## src/hdl/shp_pkg.sv

```systemverilog
package shp_pkg;

  localparam int TEXT_CAP    = 64;
  localparam int MAX_HEADERS = 32;
  localparam int NKNOWN      = 12;
  localparam int RES_MAX     = 4;

  // position counters saturate just above anything a compare can see
  localparam int POS_W = $clog2(TEXT_CAP) + 1;
  localparam logic [POS_W-1:0] POS_MAX   = {POS_W{1'b1}};
  localparam logic [POS_W-1:0] POS_LIMIT = POS_W'(TEXT_CAP - 1);
  localparam logic [5:0]       HDR_LIMIT = 6'(MAX_HEADERS);

  typedef enum logic [1:0] {
    KIND_BYTE   = 2'd0,
    KIND_LENGTH = 2'd1,
    KIND_STATUS = 2'd2
  } kind_t;

  typedef enum logic [1:0] {
    ST_OK        = 2'd0,
    ST_PARTIAL   = 2'd1,
    ST_MALFORMED = 2'd2
  } status_t;

  localparam logic [7:0] CH_LF    = 8'h0A;
  localparam logic [7:0] CH_CR    = 8'h0D;
  localparam logic [7:0] CH_SPACE = 8'h20;
  localparam logic [7:0] CH_TAB   = 8'h09;
  localparam logic [7:0] CH_COLON = 8'h3A;

  typedef struct packed {
    kind_t       kind;
    logic [3:0]  field_id;
    logic [5:0]  char_index;
    logic [7:0]  char_value;
    logic [5:0]  value_length;
    logic        value_clipped;
    status_t     parse_status;
    logic        any_truncated;
    logic        header_limit_hit;
    logic [5:0]  headers_seen;
    logic        run_last;
  } res_t;

  typedef res_t [RES_MAX-1:0] res_vec_t;

  typedef struct packed {
    res_vec_t   res;
    logic [2:0] count;
  } res_bundle_t;

endpackage

```

## src/hdl/shp_out_buf.sv

```systemverilog
module shp_out_buf import shp_pkg::*; (
  input  logic        clk,
  input  logic        rst_n,
  input  logic        load,
  input  res_bundle_t bundle,
  output logic        can_load,
  output logic        out_valid,
  input  logic        out_ready,
  output res_t        out_res
);

  res_vec_t   res_r;
  logic [2:0] cnt_r;
  logic       pop;

  assign out_valid = (cnt_r != '0);
  assign pop       = out_valid && out_ready;
  assign can_load  = (cnt_r == '0) || (cnt_r == 3'd1 && out_ready);
  assign out_res   = res_r[0];

  always_ff @(posedge clk) begin
    if (!rst_n) begin
      cnt_r <= '0;
    end else if (load) begin
      cnt_r <= bundle.count;
    end else if (pop) begin
      cnt_r <= cnt_r - 3'd1;
    end
  end

  always_ff @(posedge clk) begin
    if (load) begin
      res_r <= bundle.res;
    end else if (pop) begin
      for (int i = 0; i < RES_MAX - 1; i++) res_r[i] <= res_r[i+1];
    end
  end

endmodule

```

## config.mk

```make
export PLATFORM = sky130hd
export DESIGN_NAME = shp_out_buf
export DESIGN_NICKNAME = d
export VERILOG_FILES = /design/src/hdl/shp_pkg.sv /design/src/hdl/shp_out_buf.sv
export SDC_FILE = /design/constraint.sdc
export NUM_CORES = 1
export LEC_CHECK = 0
export ABC_AREA = 1
export BUFFER_PORTS_ARGS = -buffer_cell sky130_fd_sc_hd__clkbuf_2
export CAP_MARGIN = 20
export CELL_PAD_IN_SITES_DETAIL_PLACEMENT = 0
export CELL_PAD_IN_SITES_GLOBAL_PLACEMENT = 2
export CORE_MARGIN = 2
export CORE_UTILIZATION = 32
export CTS_CLUSTER_DIAMETER = 200
export DETAILED_ROUTE_END_ITERATION = 8
export PLACE_DENSITY_LB_ADDON = 0.1
export SKIP_LAST_GASP = 1
export SLEW_MARGIN = 20
export SYNTH_ARGS = -nofsm -noshare
export SYNTH_HDL_FRONTEND = slang
export SYNTH_SLANG_ARGS = --single-unit
```

## constraint.sdc

```tcl
create_clock -name clk -period 4 [get_ports clk]
set_input_delay 0 -clock clk [delete_from_list [all_inputs] [get_ports clk]]
set_output_delay 0 -clock clk [all_outputs]
set_load 0.05 [all_outputs]
```

==> summary.txt <==
Detailed routing
  • DR vias: 4819
  • Drt total wl: 14400 um
  • Via-to-Cell Ratio: 4.04
  • Drt pass-1 iters: 4
  • DR WL/cell: 12.1 um
  • Initial drt markers: 204
  • DRC violations left: 0
  • Remaining antenna violation count: 0

Worst setup path
  • Flop2flop setup slack: approximately 1800 ps
  • Arrival @ worst endpoint: 2570 ps
  • Crit end category: register
  • Startpoint type of the worst setup path: register
  • CP required: 4350 ps
  • Crit Path Max Fanout: slightly above 60
  • Crit Path Class: reg -> reg

Clock tree
  • Clock Path Buffers: 2
  • # clock sinks: about 160
  • Worst skew pair latency: 410 ps
  • Resized Gates After CTS: 0
  • Clk slew on worst S/H paths: 60 ps
  • CTS tree: yes
  • Post-CTS setup buffers: 0
  • CTS Hold Bufs: about 160
  • CTS Buf Count: 17
  • H-tree depth: 4
  • Clock root cell: clkbuf_16

Power and ir drop
  • Combinational share of power: 0.147
  • VDD IR-drop max: 271 uV
  • Sw Share: 0.244
  • Flop pwr share: 0.452
  • Leak: around 4.5 nW
  • Clk pwr share: 0.402
  • Pwr dens: 467 mW/mm^2
  • Int Pwr: 0.00343 W
  • Sw power: 0.00110 W

Timing
  • Setup violators final: 0
  • Tmin final: ~2200 ps
  • Endpoints failing hold: 0
  • Max Clock Freq: around 0.45 GHz
  • Hold WS: 67.9 ps
  • Max-slew headroom: 0.434
  • Fin Clk Skew: 8.26 ps
  • Max Slew Vio Count: 0
  • Period Utilization, post-route: 0.554
  • Worst-margin pin slew: 849 ps
  • Setup TNS: 0 ps
  • RSZ-0062 raised after global routing: false

Die
  • Starting Density: 0.324
  • Die ar.: 0.0214 mm^2
  • Die X-Extent: 146 um
  • CORE AREA: 0.0200 mm^2
  • I/O pins: 199
  • Die H: 146 um
  • Rows: 52

Finish
  • Layout cells sized above 1: 0.256
  • Register Area: approximately 0.0046 mm^2
  • Multi-input combinational cell area: 0.00143 mm^2
  • Post-route cell area: 0.00971 mm^2
  • Diode count: 0
  • Nets: 1071
  • Fill count: 1875
  • Area Overhead vs Synth: 49.6%

Yosys
  • Syn_area_per_cell: approximately 11 um^2
  • Synth top area cells: edfxtp_1 70%, nand2_1 20%, buf_4 5.1%, buf_2 1.1%, dfxtp_1 0.93%
  • Syn nets: ~760
  • XOR/XNOR Fraction of Synth Area: 0
  • Async SR Flop Fraction: 0
  • Synth top area share: 0.703
  • Post-synthesis simple-gate area fraction: 0.209
  • Synth unique cells: 14
  • Mapped Cells: 593
  • Largest family of logic cells by synthesized area: simple AND/OR/NAND/NOR gates
  • Synth Area in Adders: 0.00578
  • Mux cell area share after synthesis: 0
  • Commonest cells post-synth: 353 x nand2_1, 152 x edfxtp_1, 44 x buf_4
  • Most frequent cell after synthesis: nand2_1
  • EDFF count, synth: 152
  • FF+latch count, synth: 155
  • Sequential-to-total area share from yosys stat: 0.713
  • Dominant synthesized flop cell: edfxtp_1
  • Synth area leader: edfxtp_1
  • Synth Cell Area: between 0.006 and 0.007 mm^2
  • Compound-Gate Fraction of Synth Area: 0.00463
  • Yosys warns: 0

GRT
  • Global-route usage over all layers: 0.137
  • Initial antenna violation count: 0
  • Pin count of the biggest net entering global routing: 84
  • Vias in the first global route: 4786
  • Total congestion overflow: 0
  • First-pass GRT wire length: 22700 um

Worst hold path
  • Worst hold path type: in -> reg

Run status
  • Outcome: complete, no violations

Job
  • Max Cap Viol: 0

Placement
  • RD Place Congestion: approximately 0.76
  • Final HPWL DP: 9120 um
  • Dpl cell area: about 0.0075 mm^2
  • Buffers on Ports: between 150 and 200
==> registers in the layout, summed over array words and instances (netlist names) <==
signal / flops
res_r: 114
cnt_r: 3
out_res: 38
==> kinds of logic after synthesis <==
| logic type | count (synthesis) |
|---|---|
| buffers and inverters | 69 |
| adders and majority gates | 3 |
| and+or+nand+nor | 360 |
| AOI/OAI and AO/OA | 6 |
| DFF | 155 |
==> power groups by stage <==
stage	clock network [W]	registers, W	logic (W)
floorplan	0	0.00208	0.000422
global placement	0	0.00208	0.000543
detailed placement	0	0.00208	0.000547
CTS	0.00187	0.00205	0.000674
global route	0.00194	0.00206	0.000727
finish	0.00182	0.00205	0.000664
==> area by class of cell <==
| type | instances | share of cell area |
|---|---|---|
| Inverter | 6 | 0.00258 |
| Tap cell | 270 | 0.0348 |
| Sequential cell | 155 | 0.476 |
| Timing Repair Buffer | 360 | 0.270 |
| Clock buffer | 17 | 0.0438 |
| Multi-Input combinational cell | 369 | 0.147 |
| Clock inverter | 15 | 0.0254 |
==> stage by stage <==
step | cells | power (W) | setup slack [ps] | utilization
3_5_place_dp | 1002 | 0.00263 | 1860 | 0.372
3_3_place_gp | 1002 | 0.00262 | 1900 | 0.372
4_1_cts | 1192 | 0.00459 | 1760 | 0.485
6_report | 1192 | 0.00453 | 1780 | 0.485
5_1_grt | 1192 | 0.00473 | 1580 | 0.485
2_1_floorplan | 593 | 0.00250 | 109 | -
==> path summary, 6_finish.rpt <==
check / endpoint / cells past startpoint / from
max: cnt_r[2]$_SDFFE_PN0P_ / 9 / cnt_r[0]$_SDFFE_PN0P_
min: res_r[141]$_DFFE_PP_ / 1 / load
max reg2reg: cnt_r[2]$_SDFFE_PN0P_ / 9 / cnt_r[0]$_SDFFE_PN0P_
min reg2reg: res_r[43]$_DFFE_PP_ / 2 / res_r[81]$_DFFE_PP_
==> metal layers <==
metal,share of wire,wire (um),track usage
met4,0.012,174,0.0461
met1,0.43,6190,0.165
met5,0,0,0
met2,0.51,7370,0.239
met3,0.049,711,0.0344
==> worst max-delay path, cell delays in order (launching register included) <==
cell and delay (ps):
dfxtp_1 370, inv_1 70, ha_1 200, nand2_2 90
nand2_1 90, nand2_4 210, buf_12 340, nand2_1 100
a21oi_1 120, dlygate4sd3_1 550
==> placed cells by master, fill, tap and decap left out <==
cell type and count:
nand2_1 352, edfxtp_1 152, o21ai_0 4, buf_12 1
nand3_1 2, nand2_4 1, dfxtp_1 3, clkinv_2 2
dlygate4sd3_1 158, buf_6 1, bufinv_16 6, clkbuf_16 17
clkinv_4 5, nor2_1 4, nand2_2 1, a21oi_1 2
buf_4 3, inv_4 1, inv_1 5, ha_1 3
clkbuf_2 197, clkinv_1 1, inv_6 1
No activity file was read; power rests on OpenSTA's default activity.
